### src/rtl/sorted_list_table_defines.svh
// Assertion macros shared by the sorted list table RTL.
`ifndef SORTED_LIST_TABLE_DEFINES_SVH
`define SORTED_LIST_TABLE_DEFINES_SVH

`ifndef SYNTHESIS
`define SLT_ASSERT(name, prop, msg) \
   name: assert property (@(posedge clock) disable iff (reset) (prop)) else $error(msg);
`define SLT_ASSERT_ALWAYS(name, prop, msg) \
   name: assert property (@(posedge clock) (prop)) else $error(msg);
`else
`define SLT_ASSERT(name, prop, msg)
`define SLT_ASSERT_ALWAYS(name, prop, msg)
`endif

`endif

### src/rtl/slt_pkg.sv
// Types, codes and sizes shared by the sorted list table modules.
package slt_pkg;

   localparam int DEPTH   = 16;
   localparam int DATA_W  = 32;
   localparam int ADDR_W  = $clog2(DEPTH);
   localparam int COUNT_W = $clog2(DEPTH + 1);

   typedef enum logic [1:0] {
      OP_INSERT = 2'd0,
      OP_REMOVE = 2'd1,
      OP_SEARCH = 2'd2,
      OP_LIST   = 2'd3
   } op_type;

   typedef enum logic [1:0] {
      ST_OK        = 2'd0,
      ST_NOT_FOUND = 2'd1,
      ST_FULL      = 2'd2,
      ST_EMPTY     = 2'd3
   } status_type;

   typedef enum logic [2:0] {
      S_IDLE,
      S_INSERT,
      S_REMOVE_SCAN,
      S_REMOVE_SHIFT,
      S_SEARCH,
      S_LIST,
      S_FINISH
   } state_type;

   typedef enum logic [2:0] {
      PTR_HOLD,
      PTR_CLEAR,
      PTR_COUNT,
      PTR_INC,
      PTR_DEC
   } ptr_op_type;

   typedef struct packed {
      op_type                    opcode;
      logic signed [DATA_W-1:0]  value;
   } req_type;

   typedef struct packed {
      status_type                status;
      logic signed [DATA_W-1:0]  element;
      logic                      last;
   } rsp_type;

   typedef struct packed {
      ptr_op_type  ptr_op;
      logic        rd_down;
      logic        wr_en;
      logic        wr_value;
      logic        wr_addr_dec;
      logic        count_inc;
      logic        count_dec;
      logic        value_load;
      logic        status_load;
      status_type  status_code;
      logic        out_load_final;
      logic        out_load_elem;
   } cmd_type;

   typedef struct packed {
      logic  out_free;
      logic  ptr_ge_count;
      logic  ptr_zero;
      logic  match;
      logic  value_below;
      logic  is_last;
      logic  count_zero;
      logic  count_full;
   } flags_type;

endpackage

### src/rtl/slt_ram.sv
// Generic single write port, single read port RAM with registered read data.
module slt_ram #(
   parameter int WIDTH = 32,
   parameter int DEPTH = 16
) (
   input  logic                       clock,
   input  logic                       wr_en,
   input  logic [$clog2(DEPTH)-1:0]   wr_addr,
   input  logic [WIDTH-1:0]           wr_data,
   input  logic [$clog2(DEPTH)-1:0]   rd_addr,
   output logic [WIDTH-1:0]           rd_data
);

   logic [WIDTH-1:0] mem_ff [DEPTH];
   logic [WIDTH-1:0] rd_data_ff;

   always_ff @(posedge clock) begin
      if (wr_en) begin
         mem_ff[wr_addr] <= wr_data;
      end
      rd_data_ff <= mem_ff[rd_addr];
   end

   assign rd_data = rd_data_ff;

endmodule

### src/rtl/slt_ctrl.sv
// Controller state machine that sequences insert, remove, search and list.
`include "sorted_list_table_defines.svh"

module slt_ctrl (
   input  logic                clock,
   input  logic                reset,
   input  logic                req_valid,
   input  slt_pkg::op_type     req_opcode,
   input  slt_pkg::flags_type  flags,
   output slt_pkg::cmd_type    cmd,
   output logic                req_stall
);

   slt_pkg::state_type state_ff;
   slt_pkg::state_type state_in;
   logic               accept;

   assign req_stall = (state_ff != slt_pkg::S_IDLE);
   assign accept    = req_valid && !req_stall;

   always_ff @(posedge clock) begin
      if (reset) begin
         state_ff <= slt_pkg::S_IDLE;
      end else begin
         state_ff <= state_in;
      end
   end

   always_comb begin
      state_in = state_ff;
      case (state_ff)
         slt_pkg::S_IDLE: begin
            if (accept) begin
               case (req_opcode)
                  slt_pkg::OP_INSERT: begin
                     state_in = flags.count_full ? slt_pkg::S_FINISH : slt_pkg::S_INSERT;
                  end
                  slt_pkg::OP_REMOVE: state_in = slt_pkg::S_REMOVE_SCAN;
                  slt_pkg::OP_SEARCH: state_in = slt_pkg::S_SEARCH;
                  slt_pkg::OP_LIST: begin
                     state_in = flags.count_zero ? slt_pkg::S_FINISH : slt_pkg::S_LIST;
                  end
                  default: state_in = slt_pkg::S_IDLE;
               endcase
            end
         end
         slt_pkg::S_INSERT: begin
            if (flags.ptr_zero || !flags.value_below) begin
               state_in = slt_pkg::S_FINISH;
            end
         end
         slt_pkg::S_REMOVE_SCAN: begin
            if (flags.ptr_ge_count) begin
               state_in = slt_pkg::S_FINISH;
            end else if (flags.match) begin
               state_in = slt_pkg::S_REMOVE_SHIFT;
            end
         end
         slt_pkg::S_REMOVE_SHIFT: begin
            if (flags.ptr_ge_count) begin
               state_in = slt_pkg::S_FINISH;
            end
         end
         slt_pkg::S_SEARCH: begin
            if (flags.ptr_ge_count || flags.match) begin
               state_in = slt_pkg::S_FINISH;
            end
         end
         slt_pkg::S_LIST: begin
            if (flags.out_free && flags.is_last) begin
               state_in = slt_pkg::S_IDLE;
            end
         end
         slt_pkg::S_FINISH: begin
            if (flags.out_free) begin
               state_in = slt_pkg::S_IDLE;
            end
         end
         default: state_in = slt_pkg::S_IDLE;
      endcase
   end

   always_comb begin
      cmd = '0;
      cmd.ptr_op      = slt_pkg::PTR_HOLD;
      cmd.status_code = slt_pkg::ST_OK;
      case (state_ff)
         slt_pkg::S_IDLE: begin
            if (accept) begin
               case (req_opcode)
                  slt_pkg::OP_INSERT: begin
                     if (flags.count_full) begin
                        cmd.status_load = 1'b1;
                        cmd.status_code = slt_pkg::ST_FULL;
                     end else begin
                        cmd.ptr_op     = slt_pkg::PTR_COUNT;
                        cmd.rd_down    = 1'b1;
                        cmd.value_load = 1'b1;
                     end
                  end
                  slt_pkg::OP_REMOVE, slt_pkg::OP_SEARCH: begin
                     cmd.ptr_op     = slt_pkg::PTR_CLEAR;
                     cmd.value_load = 1'b1;
                  end
                  slt_pkg::OP_LIST: begin
                     if (flags.count_zero) begin
                        cmd.status_load = 1'b1;
                        cmd.status_code = slt_pkg::ST_EMPTY;
                     end else begin
                        cmd.ptr_op = slt_pkg::PTR_CLEAR;
                     end
                  end
                  default: cmd.ptr_op = slt_pkg::PTR_HOLD;
               endcase
            end
         end
         slt_pkg::S_INSERT: begin
            cmd.rd_down = 1'b1;
            cmd.wr_en   = 1'b1;
            if (flags.ptr_zero || !flags.value_below) begin
               cmd.wr_value    = 1'b1;
               cmd.count_inc   = 1'b1;
               cmd.status_load = 1'b1;
               cmd.status_code = slt_pkg::ST_OK;
            end else begin
               cmd.ptr_op = slt_pkg::PTR_DEC;
            end
         end
         slt_pkg::S_REMOVE_SCAN: begin
            if (flags.ptr_ge_count) begin
               cmd.status_load = 1'b1;
               cmd.status_code = slt_pkg::ST_NOT_FOUND;
            end else begin
               cmd.ptr_op = slt_pkg::PTR_INC;
            end
         end
         slt_pkg::S_REMOVE_SHIFT: begin
            if (flags.ptr_ge_count) begin
               cmd.count_dec   = 1'b1;
               cmd.status_load = 1'b1;
               cmd.status_code = slt_pkg::ST_OK;
            end else begin
               cmd.wr_en       = 1'b1;
               cmd.wr_addr_dec = 1'b1;
               cmd.ptr_op      = slt_pkg::PTR_INC;
            end
         end
         slt_pkg::S_SEARCH: begin
            if (flags.ptr_ge_count) begin
               cmd.status_load = 1'b1;
               cmd.status_code = slt_pkg::ST_NOT_FOUND;
            end else if (flags.match) begin
               cmd.status_load = 1'b1;
               cmd.status_code = slt_pkg::ST_OK;
            end else begin
               cmd.ptr_op = slt_pkg::PTR_INC;
            end
         end
         slt_pkg::S_LIST: begin
            if (flags.out_free) begin
               cmd.out_load_elem = 1'b1;
               cmd.ptr_op        = slt_pkg::PTR_INC;
            end
         end
         slt_pkg::S_FINISH: begin
            cmd.out_load_final = flags.out_free;
         end
         default: cmd.ptr_op = slt_pkg::PTR_HOLD;
      endcase
   end

   `SLT_ASSERT_ALWAYS(a_reset_idle, reset |=> (state_ff == slt_pkg::S_IDLE), "not idle after reset")
   `SLT_ASSERT(a_accept_leaves_idle, accept |=> (state_ff != slt_pkg::S_IDLE), "accept left idle")
   `SLT_ASSERT(a_single_write_source, !(cmd.wr_en && cmd.out_load_elem), "write during list")

endmodule

### src/rtl/slt_dp.sv
// Datapath with the entry memory, walk pointer, entry count and result register.
`include "sorted_list_table_defines.svh"

module slt_dp (
   input  logic                               clock,
   input  logic                               reset,
   input  slt_pkg::cmd_type                   cmd,
   input  logic signed [slt_pkg::DATA_W-1:0]  req_value,
   input  logic                               rsp_stall,
   output slt_pkg::flags_type                 flags,
   output logic                               rsp_valid,
   output slt_pkg::rsp_type                   rsp_payload
);

   logic [slt_pkg::COUNT_W-1:0]        ptr_ff;
   logic [slt_pkg::COUNT_W-1:0]        ptr_in;
   logic [slt_pkg::COUNT_W-1:0]        count_ff;
   logic [slt_pkg::COUNT_W-1:0]        count_in;
   logic signed [slt_pkg::DATA_W-1:0]  value_ff;
   slt_pkg::status_type                status_ff;
   logic                               rsp_valid_ff;
   logic                               rsp_valid_in;
   slt_pkg::rsp_type                   rsp_ff;
   slt_pkg::rsp_type                   rsp_in;
   logic [slt_pkg::COUNT_W-1:0]        rd_ptr;
   logic [slt_pkg::COUNT_W-1:0]        wr_ptr;
   logic [slt_pkg::DATA_W-1:0]         wr_data;
   logic [slt_pkg::DATA_W-1:0]         rd_data;
   logic [slt_pkg::COUNT_W:0]          ptr_next_ext;

   always_comb begin
      case (cmd.ptr_op)
         slt_pkg::PTR_HOLD:  ptr_in = ptr_ff;
         slt_pkg::PTR_CLEAR: ptr_in = '0;
         slt_pkg::PTR_COUNT: ptr_in = count_ff;
         slt_pkg::PTR_INC:   ptr_in = ptr_ff + 1'b1;
         slt_pkg::PTR_DEC:   ptr_in = ptr_ff - 1'b1;
         default:            ptr_in = ptr_ff;
      endcase
   end

   assign rd_ptr  = cmd.rd_down ? (ptr_in - 1'b1) : ptr_in;
   assign wr_ptr  = cmd.wr_addr_dec ? (ptr_ff - 1'b1) : ptr_ff;
   assign wr_data = cmd.wr_value ? value_ff : rd_data;

   slt_ram #(
      .WIDTH (slt_pkg::DATA_W),
      .DEPTH (slt_pkg::DEPTH)
   ) u_entries (
      .clock   (clock),
      .wr_en   (cmd.wr_en),
      .wr_addr (wr_ptr[slt_pkg::ADDR_W-1:0]),
      .wr_data (wr_data),
      .rd_addr (rd_ptr[slt_pkg::ADDR_W-1:0]),
      .rd_data (rd_data)
   );

   always_comb begin
      count_in = count_ff;
      if (cmd.count_inc) begin
         count_in = count_ff + 1'b1;
      end else if (cmd.count_dec) begin
         count_in = count_ff - 1'b1;
      end
   end

   assign ptr_next_ext = {1'b0, ptr_ff} + 1'b1;

   assign flags.out_free     = !rsp_valid_ff || !rsp_stall;
   assign flags.ptr_ge_count = (ptr_ff >= count_ff);
   assign flags.ptr_zero     = (ptr_ff == '0);
   assign flags.match        = (rd_data == value_ff);
   assign flags.value_below  = (value_ff < $signed(rd_data));
   assign flags.is_last      = (ptr_next_ext == {1'b0, count_ff});
   assign flags.count_zero   = (count_ff == '0);
   assign flags.count_full   = (count_ff == slt_pkg::COUNT_W'(slt_pkg::DEPTH));

   always_comb begin
      rsp_in       = rsp_ff;
      rsp_valid_in = rsp_valid_ff && rsp_stall;
      if (cmd.out_load_final) begin
         rsp_in.status  = status_ff;
         rsp_in.element = '0;
         rsp_in.last    = 1'b1;
         rsp_valid_in   = 1'b1;
      end else if (cmd.out_load_elem) begin
         rsp_in.status  = slt_pkg::ST_OK;
         rsp_in.element = rd_data;
         rsp_in.last    = flags.is_last;
         rsp_valid_in   = 1'b1;
      end
   end

   always_ff @(posedge clock) begin
      if (reset) begin
         count_ff     <= '0;
         rsp_valid_ff <= 1'b0;
      end else begin
         count_ff     <= count_in;
         rsp_valid_ff <= rsp_valid_in;
      end
   end

   always_ff @(posedge clock) begin
      ptr_ff <= ptr_in;
      rsp_ff <= rsp_in;
      if (cmd.value_load) begin
         value_ff <= req_value;
      end
      if (cmd.status_load) begin
         status_ff <= cmd.status_code;
      end
   end

   assign rsp_valid   = rsp_valid_ff;
   assign rsp_payload = rsp_ff;

   `SLT_ASSERT(a_count_bound, count_ff <= slt_pkg::COUNT_W'(slt_pkg::DEPTH), "entry count exceeds depth")
   `SLT_ASSERT(a_write_in_range, cmd.wr_en |-> (wr_ptr <= count_ff), "write beyond stored entries")
   `SLT_ASSERT(a_load_when_free, (cmd.out_load_final || cmd.out_load_elem) |-> flags.out_free, "result register overwritten")

endmodule

### src/rtl/sorted_list_table.sv
// Sorted list table: a bounded ascending multiset of signed 32-bit values.
// Each request is one transfer of opcode and value; insert, remove and search
// return one result, list returns one result per stored value (or one empty
// result) with last set on the final one. The entries sit in a one-read,
// one-write memory and are walked one entry per cycle (a list walk only
// while the result side does not stall): insert walks down from the top and
// moves each entry above the new value up, remove and search walk up from
// the bottom, and the table holds up to 16 values. List delivers one result
// per cycle when the result side does not stall. A new request is taken
// once the previous result has been loaded into the output register.
module sorted_list_table (
   input  logic              clock,
   input  logic              reset,
   input  logic              req_valid,
   output logic              req_stall,
   input  slt_pkg::req_type  req_payload,
   output logic              rsp_valid,
   input  logic              rsp_stall,
   output slt_pkg::rsp_type  rsp_payload
);

   slt_pkg::cmd_type    cmd;
   slt_pkg::flags_type  flags;

   slt_ctrl u_ctrl (
      .clock      (clock),
      .reset      (reset),
      .req_valid  (req_valid),
      .req_opcode (req_payload.opcode),
      .flags      (flags),
      .cmd        (cmd),
      .req_stall  (req_stall)
   );

   slt_dp u_dp (
      .clock       (clock),
      .reset       (reset),
      .cmd         (cmd),
      .req_value   (req_payload.value),
      .rsp_stall   (rsp_stall),
      .flags       (flags),
      .rsp_valid   (rsp_valid),
      .rsp_payload (rsp_payload)
   );

endmodule
### config.mk
export PLATFORM = sky130hd
export DESIGN_NAME = sorted_list_table
export DESIGN_NICKNAME = d
export VERILOG_FILES = /design/src/rtl/slt_pkg.sv /design/src/rtl/slt_ram.sv /design/src/rtl/slt_ctrl.sv /design/src/rtl/slt_dp.sv /design/src/rtl/sorted_list_table.sv
export VERILOG_INCLUDE_DIRS = /design/src /design/src/rtl
export SDC_FILE = /design/constraint.sdc
export NUM_CORES = 1
export LEC_CHECK = 0
export BUFFER_PORTS_ARGS = -buffer_cell sky130_fd_sc_hd__buf_2
export CAP_MARGIN = 20
export CORE_ASPECT_RATIO = 1.5
export CORE_MARGIN = 2
export CORE_UTILIZATION = 25
export CTS_BUF_LIST = sky130_fd_sc_hd__clkbuf_4 sky130_fd_sc_hd__clkbuf_8
export DETAILED_ROUTE_END_ITERATION = 6
export REMOVE_ABC_BUFFERS = 1
export SYNTH_ARGS = -nofsm -noshare
export SYNTH_HDL_FRONTEND = slang
export SYNTH_HIERARCHICAL = 1
export SYNTH_SLANG_ARGS = --single-unit
### constraint.sdc
create_clock -name clock -period 11.83 [get_ports clock]
set_clock_uncertainty 0.05 [all_clocks]
set_input_delay 2.366 -clock clock [delete_from_list [all_inputs] [get_ports clock]]
set_output_delay 2.366 -clock clock [all_outputs]
set_load 0.03 [all_outputs]
# --- Word-level counts from Yosys, hierarchy flattened ---
# Memory sizes are Yosys's and may differ from the RTL's. A register that Yosys moved wholly into a read port is not among the register bits.
# Index checks and enable logic that the tools add are counted.
# W data, S select, Z words.
totals:
  regBits: 83
  mem_bits_rw: 512
  input_bits: 38
  elab_cells: 120
  n_memories: 1
mem_list:
  columns: ["memory", "depth", "word_bits", "read_ports", "rd_ports_with_merged_regs", "write_ports", "line", "rtl"]
  rows:
  - ["u_dp.u_entries.mem_ff", 16, 32, 1, 1, 1, "slt_ram.sv:14", "logic [WIDTH-1:0] mem_ff [DEPTH];"]
classes:
  addsub: 6
  magnitude_cmp: 2
  eq_ne: 23
  mux: 59
  reduce_logical: 20
ops:
  columns: ["cell", "n"]
  rows:
  - ["$mux W35", 2]
  - ["$mux W3", 19]
  - ["$eq A32 B32 Y1", 1]
  - ["$lt A32 B32 Y1", 1]
  - ["$mux W32", 1]
  - ["$pmux W3 S5", 2]
  - ["$pmux W3 S7", 1]
  - ["$pmux W5 S4", 1]
  - ["$mux W1", 17]
  - ["$mux W4", 4]
  - ["$eq A3 B2 Y1 const B", 4]
  - ["$eq A3 B3 Y1 const B", 4]
  - ["$ne A2 B1 Y1 const B", 6]
  - ["$pmux W3 S4", 1]
  - ["$add A5 B1 Y5 const B", 2]
  - ["$logic_not A5 Y1", 2]
  - ["$mux W5", 2]
  - ["$sub A5 B1 Y5 const B", 2]
  - ["$pmux W3 S3", 1]
  - ["$mux W2", 4]
  - ["$reduce_and A7 Y1", 1]
  - ["$add A5 B1 Y6 const B", 1]
  - ["$eq A3 B1 Y1 const B", 2]
  - ["$eq A6 B5 Y1", 1]
  - ["16 further kinds", 28]

# --- Logic depth before layout (Yosys ltp) ---
depth:
  word_depth: 9
  ltp_mapped: 26
  ltp_nobuf: 22

# --- By module ---
# Netlist, hierarchy kept.
by_module_without_submodules:
  columns: ["mod", "n_inst", "cells_per_inst", "area_per_inst_um2", "seq_area_each_um2"]
  rows:
  - ["slt_ram", 1, 838, 19835.3, 16015.4]
  - ["slt_dp", 1, 480, 4585.6, 1971.9]
  - ["slt_ctrl", 1, 83, 630.6, 60.1]

# --- Worst setup path before layout ---
# Ideal clock, no wire load.
synth_timing:
  kind: "flip-flop to flip-flop"
  startpoint: "register u_dp/ptr_ff[0] (netlist name)"
  endpoint: "memory u_dp.u_entries.mem_ff[0][0] (enable)"
  setup_ns: 0.461
  t_arrival_ns: 5.119
  setup_slack_ns: 6.200
  path_stages_with_launch: 15
  n_path_buf: 1
  period_less_slack_ns: 5.630
  cell_sequence: "dfxtp_1 inv_1 ha_1 nand2b_1 a21o_1 a21oi_1 nor2b_1 o21ai_0 nand2b_1 clkbuf_1 nor3_1 nand2_1 xnor2_1 or3b_2 nor3_1"
synth_rtl:
  columns: ["item", "line", "rtl"]
  rows:
  - ["from (decl)", "slt_dp.sv:15", "logic [slt_pkg::COUNT_W-1:0] ptr_ff;"]
  - ["from (signal assigned)", "slt_dp.sv:105", "ptr_ff <= ptr_in;"]
  - ["to (decl)", "slt_ram.sv:14", null]

==> metrics.md <==
| Metric | Value |
|---|---|
| Total power | `just under 9000 µW` |
| Crit path top cell by count | `inv_1` |
| Part of the power in registers | `between 30% and 40%` |
| Layout cells sized above 1 | `approximately 28%` |
| Min-delay worst type | `reg -> reg` |
| # resized after CTS | `0` |
| Max Cap Viol | `0` |
| Die Ht | `a little under 400 µm` |
| Most used DFF post-synth | `edfxtp_1` |
| Via count | `around 14,000` |
| Yosys top cell area share | `roughly 66%` |
| Post-synth top area cell | `edfxtp_1` |
| Row count | `~140` |
| Final Critical Period | `approximately 7.4 ns` |
| Min setup slack post-route | `4.43 ns` |
| Post-Synthesis Cell Area | `25,100 µm²` |
| Total grt overflow | `0` |
| Core box area | `99,700 µm²` |
| Net count, final | `1,653` |
| Port Buf Inserts | `74` |
| CTS tree | `built` |
| Finish-stage setup viols | `0` |
| Net Sw Frac | `a little over a third` |
| # clock sinks | `about 630` |
| Crit path DAT | `7.91 ns` |
| Critical Path Source Type | `flip-flop` |
| Area grow syn2layout | `17.0%` |
| Routability cong. | `between 0.8 and 0.9` |
| Gate power share | `a little over two fifths` |
| Final wirelength | `between 60,000 and 70,000 µm` |
| Most frequent cells after synthesis | `edfxtp_1, mux4_2, nand2_1` |
| Syn_area_per_cell | `approximately 18 µm²` |
| Top post-synthesis cells by area | `edfxtp_1, mux4_2, dfxtp_1` |
| Place WS | `between 4 and 5 ns` |
| NetSw | `between 3000 and 4000 µW` |
| Slowest cell on crit path | `buf_4` |
| Synth unique cells | `80` |
| Initial DRC count | `between 1,000 and 1,500` |
| Maximum single-stage delay on the critical path | `~0.99 ns` |
| Final slew viol count | `0` |
| Slew margin rel. | `about a quarter` |
| Critical path required time | `12.34 ns` |
| Synth Register Bits | `627` |
| Final worst-path cycle share | `~63%` |
| Worst-skew pair later-pin latency | `0.72 ns` |
| Num CTS Buffers | `a little over 90` |
| Post-DR vias/cell | `around 4.6` |
| EDFF count, synth | `roughly 550` |
| Initial antenna violation count | `2` |
| Post-DP HPWL | `~36,000 µm` |
| CTS Buffer Depth | `3` |
| H-tree Lvls | `3` |
| Syn. warnings | `6` |
| DRC | `0` |
| # fillers | `approximately 9,700` |
| WP buf/inv | `5` |
| Vias in the first global route | `roughly 14,000` |
| CP Class | `reg -> reg` |
| Final Util | `between 20% and 30%` |
| Largest net degree at the start of global routing | `73` |
| Root Driver | `clkbuf_8` |
| PwrDens | `around 300 nW/µm²` |
| Router iterations before antenna repair | `5` |
| GRT Util Overall | `12.4%` |
| Final Hold Violating Endpoints | `0` |
| Cell family contributing the most delay on the critical path | `buffers and inverters` |
| Worst-path fanout max | `72` |
| Routed Antenna Nets | `0` |
| Max Clk Rate | `around 140 MHz` |
| Setup Fix Bufs, Post-CTS | `0` |
| Die area | `103,000 µm²` |
| Count leader, synth | `edfxtp_1` |
| FFs w/ async S/R, synth | `0%` |
| Mapped Cells | `1,401` |
| CTS clk-pin slew, worst paths | `approximately 0.070 ns` |
| Internal cell power | `~5700 µW` |
| Ports | `75` |
| Die Span X | `262 µm` |
| Clk pwr share | `20.9%` |
| Post-CTS Hold Buffers | `0` |
| Worst-margin pin slew | `~1.1 ns` |
| Initial Utilization | `roughly 25%` |
| Crit. End Element | `flip-flop` |
| Max rail drop VDD | `approximately 0.25 mV` |
| Final hold slack | `around 0.45 ns` |
| Unrepaired setup endpoints after global routing | `no` |
| Routed length per instance | `21.7 µm` |
| Pleak | `between 0.009 and 0.01 µW` |
| Outcome | `complete, no violations` |
| First-pass GRT wire length | `between 90,000 and 100,000 µm` |
| Register area share after synthesis | `~70%` |
| Crit-path cells | `inv_1, ha_1, o21ai_0, o21bai_1, a21oi_1, o21ai_0, a211oi_1, xnor2_1, nor2b_1, and3_1, inv_1, nor3_1, a21oi_1, o221ai_2, inv_1, ha_1, a21oi_4, buf_4, buf_4, mux4_2, a22oi_1, nand2_1` |
cell families (layout without fill, tap and decap cells):
logic type               Yosys count  count (layout)  share of synthesized area [%]
AND/OR/NAND/NOR                  231             231                           4.36
other                              0               1                              0
AO/OA/AOI/OAI                    188             188                           5.22
XOR/XNOR                          19              19                          0.664
adder cells (fa/ha/maj)           51              51                           2.58
flip-flops                       627             627                           72.0
multiplexers                     164             164                           13.0
buffers and inverters            121             362                           2.19
power groups by stage:
stage | Sequential, µW | Combinational [µW] | Clock, µW
CTS | 3140 | 3930 | 1910
global placement | 3190 | 3800 | 0
global route | 3160 | 4220 | 2000
detailed placement | 3190 | 3930 | 0
floorplan | 3190 | 2810 | 0
finish | 3140 | 3880 | 1860
stage by stage:
| step | cells | cell area [µm²] | TNS (ns) |
|---|---|---|---|
| 2_1_floorplan | 1333 | 24700 | -171.86 |
| 3_3_place_gp | 2756 | 27300 | 0 |
| 3_5_place_dp | 2763 | 27300 | 0 |
| 4_1_cts | 2935 | 29300 | 0 |
| 5_1_grt | 2939 | 29300 | 0 |
| 6_report | 2939 | 29300 | 0 |
layout by cell type, fill, tap and decap left out, types with 12 or more instances in the layout:
| cell type | synthesis | routed |
|---|---|---|
| edfxtp_1 | 549 | 549 |
| mux4_2 | 128 | 128 |
| clkbuf_8 | 2 | 100 |
| nand2_1 | 86 | 86 |
| buf_2 | 12 | 78 |
| dfxtp_1 | 78 | 78 |
| a22oi_1 | 67 | 67 |
| buf_4 | 12 | 59 |
| inv_1 | 52 | 52 |
| nor2_1 | 68 | 52 |
| ha_1 | 50 | 50 |
| o21ai_0 | 44 | 42 |
| mux2i_1 | 35 | 35 |
| a21oi_1 | 30 | 29 |
| clkbuf_4 | 0 | 27 |
| clkinv_1 | 0 | 19 |
| nor2_4 | 0 | 15 |
| clkinv_2 | 0 | 13 |
| nor3_1 | 17 | 12 |
registers in the layout, indices dropped and copies added, names as in the netlist:
| register | flops |
|---|---|
| u_dp/rsp_valid | 1 |
| u_dp/count_ff | 5 |
| u_ctrl/state_ff | 3 |
| u_dp/u_entries/mem_ff | 512 |
| u_dp/ptr_ff | 5 |
| u_dp/status_ff | 2 |
| u_dp/value_ff | 32 |
| u_dp/rsp_payload | 35 |
| u_dp/u_entries/rd_data | 32 |
routing by layer:
metal | up-vias | GRT usage, % | wire length, µm
met5 | - | 0 | 0
met4 | 0 | 4.94 | 1930
met3 | 113 | 3.06 | 4660
met2 | 529 | 20.7 | 31200
met1 | 6983 | 15.4 | 26000
li1 | 5898 | - | -
tightest hold or removal path, cell delays in order (launching register included):
cell	delay [ns]
dfxtp_1	0.32
mux2i_1	0.06
nor2_1	0.08
area by class of cell:
class	instances	area (µm²)	area share, %
clock inverter	45	409	1.40
timing repair buffer	137	833	2.84
multi-input combinational	653	6620	22.6
sequential	627	18000	61.6
clock buffer	127	1580	5.39
antenna	1	2.50	0.00854
inverter	53	199	0.679
tap	1296	1620	5.53
path summary, 6_finish.rpt:
check	startpoint	to	slack, ns	cells after the start
worst max-delay path	u_dp/u_entries/rd_data[11]	u_dp/u_entries/rd_data[23]	4.43	22
worst min-delay path	u_dp/rsp_payload[29]	u_dp/rsp_payload[29]	0.45	2
worst max register to register	u_dp/u_entries/rd_data[11]	u_dp/u_entries/rd_data[23]	4.43	22
worst min register to register	u_dp/rsp_payload[29]	u_dp/rsp_payload[29]	0.45	2
Power figures use the tool's default switching activity.
